`config.mk`:
```
export PLATFORM = sky130hd
export DESIGN_NAME = fan_speed_controller_hysteresis_top
export DESIGN_NICKNAME = d
export VERILOG_FILES = /design/src/hdl/fsc_pkg.sv /design/src/hdl/fsc_div.sv /design/src/hdl/fsc_drive.sv /design/src/hdl/fan_speed_controller_hysteresis_top.sv
export SDC_FILE = /design/constraint.sdc
export NUM_CORES = 1
export LEC_CHECK = 0
export ABC_AREA = 1
export ABC_CLOCK_PERIOD_IN_PS = 8700
export BUFFER_PORTS_ARGS = -buffer_cell sky130_fd_sc_hd__buf_2
export CAP_MARGIN = 15
export CELL_PAD_IN_SITES_DETAIL_PLACEMENT = 2
export CELL_PAD_IN_SITES_GLOBAL_PLACEMENT = 2
export CORE_MARGIN = 8
export CORE_UTILIZATION = 37
export DETAILED_ROUTE_END_ITERATION = 10
export GPL_TIMING_DRIVEN = 0
export PLACE_DENSITY_LB_ADDON = 0.12
export SYNTH_ARGS = -nofsm -noshare
export SYNTH_HDL_FRONTEND = slang
export SYNTH_HIERARCHICAL = 1
export SYNTH_SLANG_ARGS = --single-unit
export TNS_END_PERCENT = 1
```
`constraint.sdc`:
```
create_clock -name i_clk -period 8.7 [get_ports i_clk]
set_clock_uncertainty 0.15 [all_clocks]
set_input_delay 0 -clock i_clk [delete_from_list [all_inputs] [get_ports i_clk]]
set_output_delay 0 -clock i_clk [all_outputs]
set_load 0.01 [all_outputs]
```
`src/hdl/fsc_pkg.sv`:
```
// ----------------------------------------------------------------------------
// Fan speed controller package
// Beat types, register and mode codes, working widths and the percent to
// duty mapping shared by the controller modules.
// ----------------------------------------------------------------------------
`default_nettype none

package fsc_pkg;

    localparam int TEMP_FRAC_BITS = 4;
    localparam int DUTY_BITS      = 10;

    localparam int PCT_W   = 7;
    localparam int CFG_W   = 16;
    localparam int IDX_W   = 3;
    localparam int KICK_W  = 16;
    localparam int THR_W   = 6;
    localparam int CW      = TEMP_FRAC_BITS + 14;
    localparam int NUM_W   = TEMP_FRAC_BITS + 13;
    localparam int DEN_W   = TEMP_FRAC_BITS + 6;
    localparam int QUO_W   = 8;
    localparam int QCNT_W  = $clog2(QUO_W);

    localparam logic [IDX_W-1:0] REG_FAN_MODE  = 3'd0;
    localparam logic [IDX_W-1:0] REG_LOW_THR   = 3'd1;
    localparam logic [IDX_W-1:0] REG_HIGH_THR  = 3'd2;
    localparam logic [IDX_W-1:0] REG_MIN_DUTY  = 3'd3;
    localparam logic [IDX_W-1:0] REG_KICK      = 3'd4;

    localparam logic [1:0] MODE_AUTO = 2'd0;
    localparam logic [1:0] MODE_OFF  = 2'd1;
    localparam logic [1:0] MODE_HALF = 2'd2;
    localparam logic [1:0] MODE_FULL = 2'd3;

    localparam logic [PCT_W-1:0] PCT_OFF       = 7'd0;
    localparam logic [PCT_W-1:0] PCT_RAMP_BASE = 7'd20;
    localparam logic [PCT_W-1:0] PCT_HALF      = 7'd50;
    localparam logic [PCT_W-1:0] PCT_FULL      = 7'd100;

    localparam logic [DUTY_BITS-1:0] DUTY_FULL = DUTY_BITS'((1 << DUTY_BITS) - 1);

    localparam logic [63:0] PCT_RECIP = ((64'd1 << 32) + 64'd99) / 64'd100;
    localparam logic [63:0] DUTY_MUL  = 64'((1 << DUTY_BITS) - 1) * PCT_RECIP;

    typedef struct packed {
        logic              kind;
        logic              temp_present;
        logic signed [11:0] fin_temp;
    } t_in_beat;

    typedef struct packed {
        logic [DUTY_BITS-1:0] duty;
        logic [PCT_W-1:0]     level_pct;
        logic                 kicking;
    } t_out_beat;

    typedef struct packed {
        logic apply;
        logic tick;
    } t_drv_ctl;

    typedef struct packed {
        logic [THR_W-1:0]  min_duty;
        logic [KICK_W-1:0] kick_ticks;
    } t_drv_cfg;

    typedef struct packed {
        logic             start;
        logic [NUM_W-1:0] num;
        logic [DEN_W-1:0] den;
    } t_div_req;

    typedef struct packed {
        logic             done;
        logic [QUO_W-1:0] quo;
    } t_div_rsp;

    // Floor of pct * full scale / 100, taken as a multiply by a scaled reciprocal.
    function automatic logic [DUTY_BITS-1:0] pct_to_duty(input logic [PCT_W-1:0] pct);
        logic [63:0] prod;
        prod = 64'(pct) * DUTY_MUL;
        return prod[32 +: DUTY_BITS];
    endfunction

endpackage

`default_nettype wire

```
`src/hdl/fsc_div.sv`:
```
// ----------------------------------------------------------------------------
// Fan speed controller ramp divider
// Restoring divider that forms one quotient bit per cycle, most significant
// bit first, from a numerator known to be below the divisor times 2^QUO_W.
// ----------------------------------------------------------------------------
`default_nettype none

module fsc_div (
    input  wire                 i_clk,
    input  wire                 i_rst_n,
    input  fsc_pkg::t_div_req   i_req,
    output fsc_pkg::t_div_rsp   o_rsp
);
    import fsc_pkg::*;

    logic [NUM_W-1:0]  r_rem,  n_rem;
    logic [NUM_W-1:0]  r_dsh,  n_dsh;
    logic [QUO_W-1:0]  r_quo,  n_quo;
    logic [QCNT_W-1:0] r_cnt,  n_cnt;
    logic              r_busy, n_busy;
    logic              r_done, n_done;

    always_comb begin
        n_rem  = r_rem;
        n_dsh  = r_dsh;
        n_quo  = r_quo;
        n_cnt  = r_cnt;
        n_busy = r_busy;
        n_done = 1'b0;
        if (i_req.start) begin
            n_rem  = i_req.num;
            n_dsh  = NUM_W'(i_req.den) << (QUO_W - 1);
            n_cnt  = QCNT_W'(QUO_W - 1);
            n_busy = 1'b1;
        end else if (r_busy) begin
            if (r_rem >= r_dsh) begin
                n_rem = r_rem - r_dsh;
                n_quo = {r_quo[QUO_W-2:0], 1'b1};
            end else begin
                n_quo = {r_quo[QUO_W-2:0], 1'b0};
            end
            n_dsh = r_dsh >> 1;
            n_cnt = r_cnt - 1'b1;
            if (r_cnt == '0) begin
                n_busy = 1'b0;
                n_done = 1'b1;
            end
        end
    end

    always_ff @(posedge i_clk) begin
        if (!i_rst_n) begin
            r_busy <= 1'b0;
            r_done <= 1'b0;
        end else begin
            r_busy <= n_busy;
            r_done <= n_done;
        end
        r_rem <= n_rem;
        r_dsh <= n_dsh;
        r_quo <= n_quo;
        r_cnt <= n_cnt;
    end

    assign o_rsp.done = r_done;
    assign o_rsp.quo  = r_quo;

endmodule

`default_nettype wire

```
`src/hdl/fsc_drive.sv`:
```
// ----------------------------------------------------------------------------
// Fan speed controller output drive
// Holds the decided and applied percent, runs the start kick on ticks and
// keeps the PWM duty register.
// ----------------------------------------------------------------------------
`default_nettype none

module fsc_drive (
    input  wire                           i_clk,
    input  wire                           i_rst_n,
    input  fsc_pkg::t_drv_ctl             i_ctl,
    input  wire  [fsc_pkg::PCT_W-1:0]     i_pct,
    input  fsc_pkg::t_drv_cfg             i_cfg,
    output logic [fsc_pkg::PCT_W-1:0]     o_speed,
    output fsc_pkg::t_out_beat            o_next
);
    import fsc_pkg::*;

    logic [PCT_W-1:0]     r_speed,   n_speed;
    logic [PCT_W-1:0]     r_applied, n_applied;
    logic [PCT_W-1:0]     r_target,  n_target;
    logic [KICK_W-1:0]    r_left,    n_left;
    logic [DUTY_BITS-1:0] r_duty,    n_duty;
    logic [PCT_W-1:0]     w_floor;
    logic [PCT_W-1:0]     w_dsel;
    logic                 w_load;

    always_comb begin
        w_floor = i_pct;
        if (i_pct != PCT_OFF && i_pct < PCT_W'(i_cfg.min_duty)) begin
            w_floor = PCT_W'(i_cfg.min_duty);
        end
        n_speed   = r_speed;
        n_applied = r_applied;
        n_target  = r_target;
        n_left    = r_left;
        w_dsel    = r_target;
        w_load    = 1'b0;
        if (!i_ctl.tick) begin
            if (i_pct != r_speed) begin
                n_speed   = i_pct;
                n_applied = w_floor;
                w_load    = 1'b1;
                if (r_applied == PCT_OFF && w_floor != PCT_OFF && i_cfg.kick_ticks != '0) begin
                    n_target = w_floor;
                    n_left   = i_cfg.kick_ticks;
                    w_dsel   = PCT_FULL;
                end else begin
                    n_left = '0;
                    w_dsel = w_floor;
                end
            end
        end else if (r_left != '0) begin
            n_left = r_left - 1'b1;
            if (r_left == KICK_W'(1)) begin
                w_load = 1'b1;
            end
        end
        n_duty = w_load ? pct_to_duty(w_dsel) : r_duty;
    end

    always_ff @(posedge i_clk) begin
        if (!i_rst_n) begin
            r_speed   <= '0;
            r_applied <= '0;
            r_target  <= '0;
            r_left    <= '0;
            r_duty    <= '0;
        end else if (i_ctl.apply) begin
            r_speed   <= n_speed;
            r_applied <= n_applied;
            r_target  <= n_target;
            r_left    <= n_left;
            r_duty    <= n_duty;
        end
    end

    assign o_speed          = r_speed;
    assign o_next.duty      = n_duty;
    assign o_next.level_pct = n_speed;
    assign o_next.kicking   = (n_left != '0);

endmodule

`default_nettype wire

```
`src/hdl/fan_speed_controller_hysteresis_top.sv`:
```
// ----------------------------------------------------------------------------
// Fan speed controller with hysteresis and start kick
// Decides the fan percent from fin-temperature readings and runs the start
// kick on millisecond ticks, giving one result beat per input beat.
//
//   Channel   Direction  Handshake                 Beat
//   in        input      i_in_valid / o_in_ready   t_in_beat
//   out       output     o_out_valid / i_out_ready t_out_beat
//   cfg       input      i_cfg_we                  i_cfg_idx, i_cfg_data
//
// A tick, a fixed-mode reading or a reading off the ramp goes from S_CALC
// to S_APPLY; a reading on the ramp passes through S_DIV in between, where the
// bit-serial divider forms one quotient bit a cycle; S_APPLY waits for a free slot.
// One item is in work at a time; the next is taken once the last result has
// been placed in the output register, which may still be waiting.
// Reset is synchronous and takes effect at the first edge with i_rst_n low.
// ----------------------------------------------------------------------------
`default_nettype none

module fan_speed_controller_hysteresis_top (
    input  wire                           i_clk,
    input  wire                           i_rst_n,
    input  wire                           i_in_valid,
    output logic                          o_in_ready,
    input  fsc_pkg::t_in_beat             i_in_beat,
    output logic                          o_out_valid,
    input  wire                           i_out_ready,
    output fsc_pkg::t_out_beat            o_out_beat,
    input  wire                           i_cfg_we,
    input  wire  [fsc_pkg::IDX_W-1:0]     i_cfg_idx,
    input  wire  [fsc_pkg::CFG_W-1:0]     i_cfg_data
);
    import fsc_pkg::*;

    localparam logic [1:0] S_IDLE  = 2'd0;
    localparam logic [1:0] S_CALC  = 2'd1;
    localparam logic [1:0] S_DIV   = 2'd2;
    localparam logic [1:0] S_APPLY = 2'd3;

    localparam logic signed [CW-1:0] ONE_C = CW'(1 << TEMP_FRAC_BITS);
    localparam logic signed [CW-1:0] T_MIN = CW'(-120 * (1 << TEMP_FRAC_BITS));
    localparam logic signed [CW-1:0] T_MAX = CW'(125 * (1 << TEMP_FRAC_BITS));

    logic [1:0]        r_state, n_state;
    t_in_beat          r_item;
    logic [PCT_W-1:0]  r_pct,   n_pct;
    logic [1:0]        r_mode;
    logic [THR_W-1:0]  r_low;
    logic [THR_W-1:0]  r_high;
    logic [THR_W-1:0]  r_min;
    logic [KICK_W-1:0] r_kick;
    logic              r_out_valid;
    t_out_beat         r_out_beat;

    logic signed [CW-1:0] w_t, w_lo, w_hi, w_den, w_diff;
    logic [PCT_W-1:0]     w_calc_pct;
    logic                 w_need_div;
    logic [QUO_W:0]       w_sum;
    logic                 w_slot_free;
    logic [PCT_W-1:0]     w_speed;

    t_div_req  div_req;
    t_div_rsp  div_rsp;
    t_drv_ctl  drv_ctl;
    t_drv_cfg  drv_cfg;
    t_out_beat drv_next;

    fsc_div u_div (
        .i_clk   (i_clk),
        .i_rst_n (i_rst_n),
        .i_req   (div_req),
        .o_rsp   (div_rsp)
    );

    fsc_drive u_drive (
        .i_clk   (i_clk),
        .i_rst_n (i_rst_n),
        .i_ctl   (drv_ctl),
        .i_pct   (r_pct),
        .i_cfg   (drv_cfg),
        .o_speed (w_speed),
        .o_next  (drv_next)
    );

    assign drv_cfg.min_duty   = r_min;
    assign drv_cfg.kick_ticks = r_kick;

    always_comb begin
        w_t        = CW'(r_item.fin_temp);
        w_lo       = CW'(r_low) << TEMP_FRAC_BITS;
        w_hi       = CW'(r_high) << TEMP_FRAC_BITS;
        w_den      = w_hi - w_lo;
        w_diff     = w_t - w_lo;
        w_need_div = 1'b0;
        unique case (r_mode)
            MODE_OFF:  w_calc_pct = PCT_OFF;
            MODE_HALF: w_calc_pct = PCT_HALF;
            MODE_FULL: w_calc_pct = PCT_FULL;
            MODE_AUTO: begin
                if (!r_item.temp_present || w_t < T_MIN || w_t > T_MAX) begin
                    w_calc_pct = PCT_OFF;
                end else if ((w_t <<< 1) < (w_lo <<< 1) - ONE_C) begin
                    w_calc_pct = PCT_OFF;
                end else if ((w_t <<< 1) > (w_hi <<< 1) + ONE_C) begin
                    w_calc_pct = PCT_FULL;
                end else if (w_t <= w_lo) begin
                    w_calc_pct = (w_speed == PCT_OFF) ? PCT_OFF : PCT_RAMP_BASE;
                end else if (w_den <= 0) begin
                    w_calc_pct = PCT_FULL;
                end else begin
                    w_calc_pct = PCT_OFF;
                    w_need_div = 1'b1;
                end
            end
            default: w_calc_pct = PCT_OFF;
        endcase
    end

    assign w_sum       = (QUO_W + 1)'(div_rsp.quo) + (QUO_W + 1)'(PCT_RAMP_BASE);
    assign w_slot_free = !r_out_valid || i_out_ready;

    always_comb begin
        n_state       = r_state;
        n_pct         = r_pct;
        div_req.start = 1'b0;
        div_req.num   = NUM_W'(w_diff <<< 6) + NUM_W'(w_diff <<< 4);
        div_req.den   = DEN_W'(w_den);
        drv_ctl.apply = 1'b0;
        drv_ctl.tick  = r_item.kind;
        unique case (r_state)
            S_IDLE: begin
                if (i_in_valid) begin
                    n_state = S_CALC;
                end
            end
            S_CALC: begin
                n_pct = w_calc_pct;
                if (!r_item.kind && w_need_div) begin
                    div_req.start = 1'b1;
                    n_state       = S_DIV;
                end else begin
                    n_state = S_APPLY;
                end
            end
            S_DIV: begin
                if (div_rsp.done) begin
                    n_pct   = (w_sum > (QUO_W + 1)'(PCT_FULL)) ? PCT_FULL : w_sum[PCT_W-1:0];
                    n_state = S_APPLY;
                end
            end
            S_APPLY: begin
                if (w_slot_free) begin
                    drv_ctl.apply = 1'b1;
                    n_state       = S_IDLE;
                end
            end
            default: n_state = S_IDLE;
        endcase
    end

    always_ff @(posedge i_clk) begin
        if (!i_rst_n) begin
            r_state     <= S_IDLE;
            r_out_valid <= 1'b0;
            r_mode      <= MODE_AUTO;
            r_low       <= 6'd40;
            r_high      <= 6'd50;
            r_min       <= 6'd30;
            r_kick      <= 16'd500;
        end else begin
            r_state <= n_state;
            if (drv_ctl.apply) begin
                r_out_valid <= 1'b1;
            end else if (i_out_ready) begin
                r_out_valid <= 1'b0;
            end
            if (i_cfg_we) begin
                unique case (i_cfg_idx)
                    REG_FAN_MODE: r_mode <= i_cfg_data[1:0];
                    REG_LOW_THR:  r_low  <= i_cfg_data[THR_W-1:0];
                    REG_HIGH_THR: r_high <= i_cfg_data[THR_W-1:0];
                    REG_MIN_DUTY: r_min  <= i_cfg_data[THR_W-1:0];
                    REG_KICK:     r_kick <= i_cfg_data[KICK_W-1:0];
                    default: ;
                endcase
            end
        end
        if (r_state == S_IDLE && i_in_valid) begin
            r_item <= i_in_beat;
        end
        r_pct <= n_pct;
        if (drv_ctl.apply) begin
            r_out_beat <= drv_next;
        end
    end

    assign o_in_ready  = (r_state == S_IDLE);
    assign o_out_valid = r_out_valid;
    assign o_out_beat  = r_out_beat;

    a_done_in_div: assert property (@(posedge i_clk) disable iff (!i_rst_n)
        div_rsp.done |-> r_state == S_DIV)
        else $error("divider finished outside the divide state");

    a_apply_slot: assert property (@(posedge i_clk) disable iff (!i_rst_n)
        drv_ctl.apply |-> w_slot_free)
        else $error("result written over a beat still waiting");

    a_pct_range: assert property (@(posedge i_clk) disable iff (!i_rst_n)
        r_state == S_APPLY |-> r_pct <= PCT_FULL)
        else $error("decided percent above full speed");

    a_kick_duty: assert property (@(posedge i_clk) disable iff (!i_rst_n)
        (o_out_valid && o_out_beat.kicking) |-> o_out_beat.duty == DUTY_FULL)
        else $error("start kick without full duty");

    a_apply_then_idle: assert property (@(posedge i_clk) disable iff (!i_rst_n)
        drv_ctl.apply |=> (o_out_valid && r_state == S_IDLE))
        else $error("result not presented after apply");

endmodule

`default_nettype wire
```
# Word level (Yosys, flattened, before mapping)
# Cells that the tools add are included.
[word_totals]
elab_cells = 154
ff_bits = 172
input_bits = 38
[classes]
add_sub_neg = 9
n_mux = 52
n_lt_le_gt_ge = 9
eq_ne = 15
n_reduce_logical = 38
bitwise = 4
n_mul = 1
[ops]
columns = ["operator", "n"]
rows = [
  ["$mux W7", 13],
  ["$mux W17", 5],
  ["$mux W16", 4],
  ["$reduce_bool A16 Y1", 3],
  ["$mul A7 B36 Y42 const B", 1],
  ["$pmux W7 S4", 1],
  ["$mux W1", 22],
  ["$add A17 B17 Y17", 1],
  ["$ge A17 B17 Y1", 1],
  ["$sub A17 B17 Y17", 1],
  ["$eq A16 B1 Y1 const B", 1],
  ["$reduce_and A2 Y1", 8],
  ["$sub A16 B1 Y16 const B", 1],
  ["$logic_not A7 Y1", 2],
  ["$pmux W7 S2", 1],
  ["$reduce_bool A7 Y1", 2],
  ["$gt A13 B13 Y1", 1],
  ["$lt A13 B12 Y1", 1],
  ["$sub A12 B11 Y13", 1],
  ["$add A11 B5 Y12 const B", 1],
  ["$gt A12 B12 Y1 const B", 1],
  ["$le A12 B11 Y1", 1],
  ["$lt A12 B12 Y1 const B", 1],
  ["$sub A11 B5 Y12 const B", 1],
  ["28 further kinds", 53],
]

# Longest topological paths before layout
# Gate-level depths: netlist of run 1.
[logic_depth]
depth_word = 13
mapped_depth = 43
ltp_nobuf = 43

# Modules after synthesis
# The synthesis of run 1 kept the hierarchy.
[modules_own_cells]
columns = ["module", "area_each_um2", "n_inst", "cells_per_inst"]
rows = [
  ["fsc_drive", 6613.8, 1, 1003],
  ["fan_speed_controller_hysteresis_top", 4608.2, 1, 564],
  ["fsc_div", 2957.8, 1, 390],
]

# Worst setup path before layout of run 1
# OpenSTA, ideal clock, no wires.
[synth_timing]
kind = "flip-flop to flip-flop"
start = "register r_pct[4]"
end = "register r_out_beat, in the netlist o_out_beat[16], data pin"
setup_time_ns = 0.254
arrival_time_ns = 6.034
setup_slack_ns = 2.261
required_time_ns = 8.296
period_less_slack_ns = 6.439
stages_incl_launch_ff = 30
cell_sequence = "edfxtp_1 ha_1 nand2_1 nand2_1 a21oi_4 nand3_4 nand2_1 nand2_1 nand2_1 nor2_2 nand2_2 nand2_4 a22oi_1 inv_1 fa_1 fa_1 inv_1 fa_1 fa_1 ha_1 a21oi_1 inv_1 o21ai_0 nand2_1 a211oi_2 nor2_1 a2111oi_0 nand3_1 nand3_2 nand2_2"
[synth_lines]
columns = ["element", "line", "rtl"]
rows = [
  ["start, declared", "fan_speed_controller_hysteresis_top.sv:46", "logic [PCT_W-1:0] r_pct, n_pct;"],
  ["start signal, assigned", "fan_speed_controller_hysteresis_top.sv:191", "r_pct <= n_pct;"],
  ["end signal, assigned", "fan_speed_controller_hysteresis_top.sv:193", "r_out_beat <= drv_next;"],
  ["end, declared", "fan_speed_controller_hysteresis_top.sv:53", "t_out_beat r_out_beat;"],
]

==> impl_metrics.py, run 1 <==
metrics = {
    "clock_tree": {
        "cts_tree": "yes",
        "cts_hold_buf": 43,
        "cts_post_setup_buffers_inserted": 0,
        "worstSkewPairLatency_ps": 460,
        "max-clock-path-buffers": 2,
        "clk_pin_slew_ps": 70,
        "clock-sinks": 172,
        "cts_buffers": 17,
        "h-tree-depth": 4,
        "post_cts.resized_instances": 0,
        "cts_root_buffer": "clkbuf_16",
    },
    "yosys": {
        "synth_edf_count": 74,
        "yosys_warnings": 6,
        "yosysSeqAreaShare_pct": 29.51,
        "ys_seq_elements": 172,
        "syn_area_um2": 14180,
        "postSynthAreaPerCell_um2": 7.246,
        "async_reset_ff_share_pct": 0,
        "ys.flop_type": "dfxtp_1",
        "synth_cell_types": 61,
        "syn_inst": 1957,
    },
    "floorplan": {
        "coreArea_um2": 37670,
        "num_io_pins": 58,
        "dieArea_um2": 44840,
        "std_cell_rows": 71,
        "fp.dieW_um": 211.8,
        "die_h_um": 211.8,
        "start_util_pct": 37.65,
    },
    "power": {
        "ir_drop_mv": 0.1966,
        "power_density_nw_per_um2": 382.8,
        "total_power_uw": 6185,
        "p_leak_uw": 0.007770,
    },
    "hold_path": {
        "hp-class": "in2reg",
    },
    "timing": {
        "grt_setup_unrepaired": "no",
        "drv_slew": 0,
        "max_freq_mhz": 127.0,
        "setup_violations": 0,
        "min_period_ps": 7876,
        "slew_headroom_pct": 26.66,
        "fin_crit_sh_pct": 90.53,
        "hold_violations": 0,
        "tns_ps": 0,
        "tightest_slew_ps": 1089,
    },
    "routing": {
        "top_layer": "met4",
        "ant_nets": 0,
        "dr.pass1.iters": 4,
        "routed-wl-met3_um": 1160,
        "drtIter0Drc": 455,
        "wl_um": 52870,
        "vias": 13640,
        "post_drt_wl_per_cell_um": 20.27,
        "routed-wl-met2_um": 27120,
        "drc": 0,
        "via_per_inst": 5.231,
        "wl_met1_um": 23350,
    },
    "worst_setup_path": {
        "rrSetupSlack_ps": 820,
        "cp_data_arrival_time_ps": 8070,
        "cp-end-kind": "register",
        "path_max_fanout": 9,
        "crit_family": "adder cells",
        "slowest_stage": "fa_1",
        "crit_type": "reg2reg",
        "start_kind": "register",
        "cp_slowest_stage_delay_ps": 650,
        "crit_top_cell": "nand2_1",
        "required_ps": 8890,
        "worst-path-buf-inv": 4,
    },
    "finish": {
        "stdcell_count": 2608,
        "layout-drive-gt1-share_pct": 8.683,
        "final_cell_mix": "419 x nand2_1, 329 x inv_1, 191 x nor2_1",
        "final_util_pct": 42.90,
        "finish.net_count": 2306,
        "final_area_um2": 16160,
        "area_growth_pct": 13.95,
        "final_common_cell": "nand2_1",
    },
    "placement": {
        "dpl.hpwl_um": 41360,
        "gp_congestion": 0.9121,
        "place_inst": 2532,
        "placed_area_um2": 15140,
        "port_buffers": 57,
    },
    "global_routing": {
        "overflow": 0,
        "grt_max_degree": 24,
        "antenna_found_initial": 1,
        "grt_pass1_wl_um": 84120,
        "track_usage_pct": 23.96,
        "grt_pass1_vias": 15390,
    },
    "outcome": {
        "outcome": "completed",
    },
    "job": {
        "drv_cap": 0,
    },
}
==> stage by stage <==
step | worst slack (ps) | hold slack, ps
floorplan | 2261 | -51.13
global placement | 1105 | 26.93
detailed placement | 882.8 | 28.80
CTS | 871.1 | 76.45
global route | 92.07 | 99.33
finish | 823.8 | 110.8
==> power by group <==
part / switching [uW] / internal [uW]
Sequential: 85.0 / 983
Clock: 368 / 416
Combinational: 2980 / 1360
==> cell families after synthesis <==
family	Yosys count	share of synthesized area, %
AOI/OAI and AO/OA	334	13.46
xor gates and xnor gates	37	2.285
adders and majority gates	185	18.34
buffers and inverters	382	10.23
DFF	172	29.51
other	1	0.02645
and+or+nand+nor	846	26.16
==> worst paths after layout <==
check / start / endpoint / cells after the start
setup / recovery: r_pct[4] / u_drive/r_duty[8] / 31
hold / removal: i_in_beat[0] / r_item[0] / 2
setup reg to reg: r_pct[4] / u_drive/r_duty[8] / 31
hold reg to reg: u_drive/r_target[5] / u_drive/r_target[5] / 2
==> final cells by class <==
| cell class | count | area, um2 |
|---|---|---|
| antenna | 1 | 2.502 |
| buffer | 35 | 145.1 |
| clock buffer | 18 | 450.4 |
| clock inverter | 14 | 132.6 |
| fill | 4552 | 21510 |
| inverter | 347 | 1305 |
| multi-input combinational | 1410 | 8583 |
| sequential | 172 | 4184 |
| tap | 511 | 639.4 |
| timing repair buffer | 100 | 715.7 |
==> cells in the mapped netlist, types with 10 or more instances <==
master | n | area [um2]
a21oi_1 | 122 | 610.6
clkbuf_1 | 24 | 90.09
dfxtp_1 | 98 | 1962
edfxtp_1 | 74 | 2222
fa_1 | 38 | 760.7
ha_1 | 147 | 1839
inv_1 | 329 | 1235
inv_2 | 14 | 52.55
nand2_1 | 419 | 1573
nand2_2 | 25 | 156.4
nand3_1 | 111 | 555.5
nand4_1 | 23 | 143.9
nor2_1 | 191 | 716.9
nor3_1 | 23 | 115.1
nor4_1 | 11 | 68.82
o211ai_1 | 19 | 142.6
o21ai_0 | 114 | 570.6
o21ai_1 | 16 | 80.08
xnor2_1 | 10 | 87.58
xor2_1 | 27 | 236.5
==> sequential cells by signal, summed over array words and instances, names as in the netlist, 7 cells and up <==
name and flops:
u_drive/o_speed 7, u_div/r_rem 17, u_drive/r_applied 7, r_item 13, r_kick 16, u_div/r_quo 8, u_drive/r_left 16, u_drive/r_duty 10
u_div/r_dsh 17, r_pct 7, o_out_beat 18, u_drive/r_target 7
==> routing by layer <==
metal	vias to the layer above	GRT usage, %
met5	-	0
met4	0	7.812
met3	76	3.106
met2	159	43.84
met1	6775	28.60
li1	6632	-
(Power assumes the default switching activity.)
==> run 2: changes to the inputs <==
--- a/config.mk
+++ b/config.mk
@@ -5,14 +5,13 @@
 export SDC_FILE = /design/constraint.sdc
 export NUM_CORES = 1
 export LEC_CHECK = 0
-export ABC_AREA = 1
 export ABC_CLOCK_PERIOD_IN_PS = 8700
 export BUFFER_PORTS_ARGS = -buffer_cell sky130_fd_sc_hd__buf_2
 export CAP_MARGIN = 15
 export CELL_PAD_IN_SITES_DETAIL_PLACEMENT = 2
 export CELL_PAD_IN_SITES_GLOBAL_PLACEMENT = 2
 export CORE_MARGIN = 8
-export CORE_UTILIZATION = 37
+export CORE_UTILIZATION = 40
 export DETAILED_ROUTE_END_ITERATION = 10
 export GPL_TIMING_DRIVEN = 0
 export PLACE_DENSITY_LB_ADDON = 0.12
==> run 2 against run 1 <==
Against the previous run:
- non-clock buffer count increased by 28
- first-iteration DRC count is 10% higher
- sequential power hardly changed
- largest cell class unchanged
- flip-flop and latch count stayed put
- global-route usage is 1.2 points higher
- sequential share of layout area up 1.1 points
==> impl_metrics.py, run 2 <==
metrics = {
    "power": {
        "ir_drop_mv": 0.2156,
        "power_density_nw_per_um2": 360.3,
        "total_power_uw": 5575,
        "p_leak_uw": 0.006494,
    },
    "timing": {
        "setup_violations": 0,
        "slew_headroom_pct": 30.14,
        "tns_ps": 0,
        "max_freq_mhz": 121.0,
        "drv_slew": 0,
        "fin_hold_ws_ps": 85.97,
        "tightest_slew_ps": 1037,
        "min_period_ps": 8266,
        "hold_violations": 0,
        "fin_crit_sh_pct": 95.01,
    },
    "worst_setup_path": {
        "required_ps": 8740,
        "r2r-start": "r_min[5]",
        "slowest_stage": "fa_1",
        "worst-path-buf-inv": 7,
        "cp_slowest_stage_delay_ps": 690,
        "crit_top_cell": "fa_1",
        "crit_family": "adder cells",
        "cp_data_arrival_time_ps": 8310,
        "cp-end-kind": "register",
        "start_kind": "register",
        "cp.depth": 30,
        "r2r_cells": 30,
        "crit_type": "reg2reg",
        "crit_start": "r_min[5]",
        "path_max_fanout": 10,
    },
    "hold_path": {
        "hold_start": "i_cfg_we",
        "hp-class": "in2reg",
        "min_path_cells": 4,
    },
    "global_routing": {
        "grt_pass1_wl_um": 77480,
        "track_usage_pct": 25.21,
        "antenna_found_initial": 0,
        "grt_max_degree": 20,
        "grt_pass1_vias": 13620,
        "overflow": 0,
    },
    "job": {
        "drv_cap": 0,
    },
    "yosys": {
        "ys_seq_elements": 172,
        "synth_fa_ha_area_share_pct": 19.44,
        "yosysTopAreaCell": "edfxtp_1",
        "postSynthAreaPerCell_um2": 8.798,
        "synth_mux_area_share_pct": 3.308,
        "synth_compound_area_share_pct": 18.59,
        "ys.flop_type": "dfxtp_1",
        "syn_area_um2": 13430,
        "yosys.area_share.xor_xnor_pct": 3.392,
        "yosysSeqAreaShare_pct": 31.16,
        "ys_top_cells_by_area": "edfxtp_1 17%, dfxtp_1 15%, ha_1 14%, fa_1 5.7%, nand2_1 5.1%",
        "async_reset_ff_share_pct": 0,
        "ys_top_cells_by_count": "184 x nand2_1, 147 x ha_1, 141 x inv_1",
        "synth_edf_count": 74,
        "synth_top_family_by_area": "adder cells",
        "synth_cell_types": 89,
        "synth_top_area_share_pct": 16.55,
        "yosysMostFrequentCell": "nand2_1",
        "yosys_warnings": 6,
        "syn_inst": 1526,
        "synth-simple-area-share_pct": 18.31,
    },
    "clock_tree": {
        "cts_root_buffer": "clkbuf_16",
        "max-clock-path-buffers": 2,
        "worstSkewPairLatency_ps": 470,
        "clk_pin_slew_ps": 80,
        "h-tree-depth": 4,
        "cts_buffers": 17,
        "cts_tree": "yes",
        "clock-sinks": 172,
    },
    "finish": {
        "final_cell_mix": "184 x nand2_1, 146 x ha_1, 141 x inv_1",
        "largest_reg_flops": 18,
        "final_common_cell": "nand2_1",
        "stdcell_count": 2123,
        "finish.net_count": 1884,
        "area_growth_pct": 15.25,
        "layout-drive-gt1-share_pct": 10.04,
        "final_util_pct": 46.49,
    },
    "placement": {
        "place_inst": 2040,
        "gp_congestion": 0.8545,
        "dpl.hpwl_um": 36140,
        "port_buffers": 57,
    },
    "routing": {
        "top_layer": "met4",
        "vias": 12100,
        "drc": 0,
        "via_per_inst": 5.700,
        "wl_met1_um": 21000,
        "dr.pass1.iters": 5,
        "routed-wl-met2_um": 25750,
        "wl_um": 49450,
        "post_drt_wl_per_cell_um": 23.29,
        "ant_nets": 0,
        "drtIter0Drc": 502,
        "routed-wl-met3_um": 1239,
    },
    "floorplan": {
        "coreArea_um2": 33280,
        "start_util_pct": 40.34,
        "std_cell_rows": 67,
        "die_h_um": 199.2,
        "num_io_pins": 58,
        "fp.dieW_um": 199.2,
        "dieArea_um2": 39680,
    },
    "outcome": {
        "outcome": "completed",
    },
}
[run 2: layout make-up]
| cell class | count | area, um2 |
|---|---|---|
| multi-input cells | 1166 | 8566 |
| fillers | 3668 | 17810 |
| inverters | 141 | 529.3 |
| flip-flops and latches | 172 | 4184 |
| plain buffers | 54 | 245.2 |
| clock buffers | 17 | 425.4 |
| clock inverters | 15 | 167.7 |
| diodes | 1 | 2.502 |
| repair buffers | 109 | 792.0 |
| well taps | 448 | 560.5 |
[run 2: worst paths after layout]
check	slack, ps	to
worst max-delay path	430	o_out_beat[17]
worst min-delay path	90	r_kick[3]
worst max register to register	430	o_out_beat[17]
worst min register to register	310	u_drive/r_duty[4]
[run 2: repair_timing]
action                     4_1_cts  5_1_grt
gates resized for setup          3        9
pin swaps                        0        1
setup endpoints to repair        2        9
buffers inserted                 0        8
hold buffers                    42        0
hold endpoints to repair        58        0
[run 2: logic make-up (layout without fill, tap and decap cells)]
kind of cell,count (synthesis),count (layout)
buf+inv,195,336
simple gates,501,501
flops,172,172
compound gates,376,376
other cells,1,9
xor+xnor,52,52
fa+ha+maj,186,186
mux,43,43
[run 2: routing by layer]
metal	vias to the layer above	track usage [%]
li1	5727	-
met1	6105	29.01
met2	188	46.44
met3	81	3.705
met4	0	9.635
met5	-	0
[run 2: metrics by stage]
stage / instance area [um2] / setup slack, ps
after floorplan: 13450 / 1585
after global placement: 14300 / 48.74
after detailed placement: 14340 / -247.4
after CTS: 15370 / 2.503
after global routing: 15470 / -64.87
final: 15470 / 434.3
[run 2: worst register-to-register path, delay by kind of cell, from the launching register on]
kind	cells	cell delay, ps
flip-flops	1	410
AND/OR/NAND/NOR	6	1160
buffers and inverters	7	1100
adder cells (fa/ha/maj)	6	2690
AO/OA/AOI/OAI	11	2490
[run 2: where the power goes]
| part | switching (uW) | leakage [uW] | internal [uW] |
|---|---|---|---|
| registers | 95.4 | 0.00147 | 965 |
| clock network | 416 | 0.000289 | 389 |
| logic | 2310 | 0.00473 | 1400 |
==> run 3: changes to the inputs <==
--- a/config.mk
+++ b/config.mk
@@ -14,6 +14,7 @@
 export CORE_UTILIZATION = 40
 export DETAILED_ROUTE_END_ITERATION = 10
 export GPL_TIMING_DRIVEN = 0
+export MAX_ROUTING_LAYER = met4
 export PLACE_DENSITY_LB_ADDON = 0.12
 export SYNTH_ARGS = -nofsm -noshare
 export SYNTH_HDL_FRONTEND = slang
==> run 3 against run 2 <==
Against the previous run:
- sequential share of layout area unchanged
- power about the same
- register-to-register slack is essentially flat
- highest routed layer unchanged
- flip-flop and latch count is the same
- final cell count unchanged
- wire length barely moved
- global-route usage increased by 0.74 points
- worst hold slack gained 1.8 ps
- clock-buffer cell count did not move
- clock power is essentially flat
==> impl_metrics.py, run 3 (synthesized netlist as in run 2, its figures left out) <==
metrics = {
    "global_routing": {
        "overflow": 0,
        "grt_max_degree": 20,
        "grt_pass1_vias": 13600,
        "track_usage_pct": 25.94,
        "antenna_found_initial": 0,
        "grt_pass1_wl_um": 77480,
    },
    "hold_path": {
        "hp-class": "in2reg",
    },
    "routing": {
        "vias": 12070,
        "wl_um": 49470,
        "dr.pass1.iters": 7,
        "drc": 0,
        "drtIter0Drc": 489,
        "ant_nets": 0,
        "post_drt_wl_per_cell_um": 23.30,
        "via_per_inst": 5.685,
    },
    "worst_setup_path": {
        "r2r_cells": 31,
        "crit_end": "o_out_beat[17]",
        "required_ps": 8750,
        "start_kind": "register",
        "r2r_end": "o_out_beat[17]",
        "r2r-start": "r_min[5]",
        "rrSetupSlack_ps": 430,
        "crit_type": "reg2reg",
        "cp-end-kind": "register",
        "path_max_fanout": 10,
        "slowest_stage": "fa_1",
        "crit_start": "r_min[5]",
        "cp_slowest_stage_delay_ps": 550,
        "cp_data_arrival_time_ps": 8310,
        "crit_top_cell": "inv_1",
    },
    "finish": {
        "final_cell_mix": "184 x nand2_1, 146 x ha_1, 141 x inv_1",
        "seqCellArea_um2": 4184,
        "area_growth_pct": 15.25,
        "multiInputGateArea_um2": 8566,
        "final_common_cell": "nand2_1",
        "finish.net_count": 1884,
        "layout-drive-gt1-share_pct": 10.04,
        "fillers": 3668,
        "final_area_um2": 15470,
        "final_util_pct": 46.49,
        "largest_reg_flops": 18,
    },
    "outcome": {
        "outcome": "completed",
    },
    "placement": {
        "gp_congestion": 0.8681,
        "placed_area_um2": 14340,
        "dp_slack_ps": -247.4,
        "dpl.hpwl_um": 36140,
        "port_buffers": 57,
    },
    "clock_tree": {
        "worstSkewPairLatency_ps": 470,
        "clock-sinks": 172,
        "cts_root_buffer": "clkbuf_16",
        "h-tree-depth": 4,
        "cts_buffers": 17,
        "clk_pin_slew_ps": 80,
        "cts_tree": "yes",
        "max-clock-path-buffers": 2,
    },
    "power": {
        "p_leak_uw": 0.006494,
        "clkPwrFrac_pct": 14.4,
        "switching_share_pct": 50.64,
        "combPwrFrac_pct": 66.6,
        "switchingPower_uw": 2825,
        "seqPwrFrac_pct": 19.0,
        "ir_drop_mv": 0.2186,
        "intPower_uw": 2754,
        "power_density_nw_per_um2": 360.6,
    },
    "timing": {
        "tns_ps": 0,
        "setup_violations": 0,
        "fin_crit_sh_pct": 95.01,
        "drv_slew": 0,
        "fin_ws_ps": 434.2,
        "hold_violations": 0,
        "slew_headroom_pct": 29.09,
        "tightest_slew_ps": 1052,
        "min_period_ps": 8266,
        "max_freq_mhz": 121.0,
    },
    "job": {
        "drv_cap": 0,
    },
    "floorplan": {
        "num_io_pins": 58,
        "coreArea_um2": 33280,
        "die_h_um": 199.2,
        "std_cell_rows": 67,
        "fp.dieW_um": 199.2,
        "start_util_pct": 40.34,
        "dieArea_um2": 39680,
    },
}
## run 3: cell counts in the layout (fill, tap and decap cells not counted)
No cell type changed its count.
## run 3: worst min path at each step
stage                              from         end  slack (ps)  cells after the start
after floorplan           i_in_beat[13]  drv_ctl[0]         -50                      0
after global placement     i_in_beat[1]   r_item[1]          30                      1
after detailed placement  i_in_beat[11]  r_item[11]          30                      1
after CTS                      i_cfg_we   r_kick[3]           4                      4
after global routing       i_in_beat[4]   r_item[4]         100                      2
final                          i_cfg_we   r_kick[3]          90                      4
## run 3: routing by layer
| layer | part of all wire [%] | GRT usage, % | vias to the layer above |
|---|---|---|---|
| li1 | - | - | 5737 |
| met1 | 42 | 29.06 | 6063 |
| met2 | 52 | 46.46 | 182 |
| met3 | 2.6 | 3.671 | 88 |
| met4 | 3.0 | 9.553 | 0 |
| met5 | 0 | - | - |
## run 3: area by class of cell
cell class / instances / area share, %
Multi-Input combinational cell: 1166 / 55.36
Sequential cell: 172 / 27.04
Timing Repair Buffer: 109 / 5.119
Tap cell: 448 / 3.623
Inverter: 141 / 3.421
Clock buffer: 17 / 2.749
Buffer: 54 / 1.585
Clock inverter: 15 / 1.084
Antenna cell: 1 / 0.01617
## run 3: timing repair
item                                    CTS  global route
endpoints found under the setup margin    2             9
buffers inserted                          0             8
endpoints found under the hold margin    58             0
resized for setup                         3             9
pin swaps                                 0             1
gates cloned                              0             0
hold buffers                             42             0
## run 3: power groups by stage
stage	Sequential (uW)	Combinational, uW	Clock [uW]
after global routing	1070	4100	853
after CTS	1070	3660	822
final	1060	3710	804
after global placement	1080	3350	0
after detailed placement	1080	3590	0
after floorplan	1050	2480	0
## run 3: stage by stage
stage	cells	hold WS [ps]	total power, uW
floorplan	1533	-51.13	3529
global placement	2038	28.91	4428
detailed placement	2040	29.62	4675
CTS	2114	3.755	5546
global route	2122	99.03	6029
finish	2123	87.80	5579
## run 3: critical path: cells and delay by family (launching register included)
kind / cells / cell delay (ps)
fa+ha+maj: 6 / 2670
compound gates: 11 / 2530
buf+inv: 8 / 1150
simple gates: 6 / 1070
flops: 1 / 410
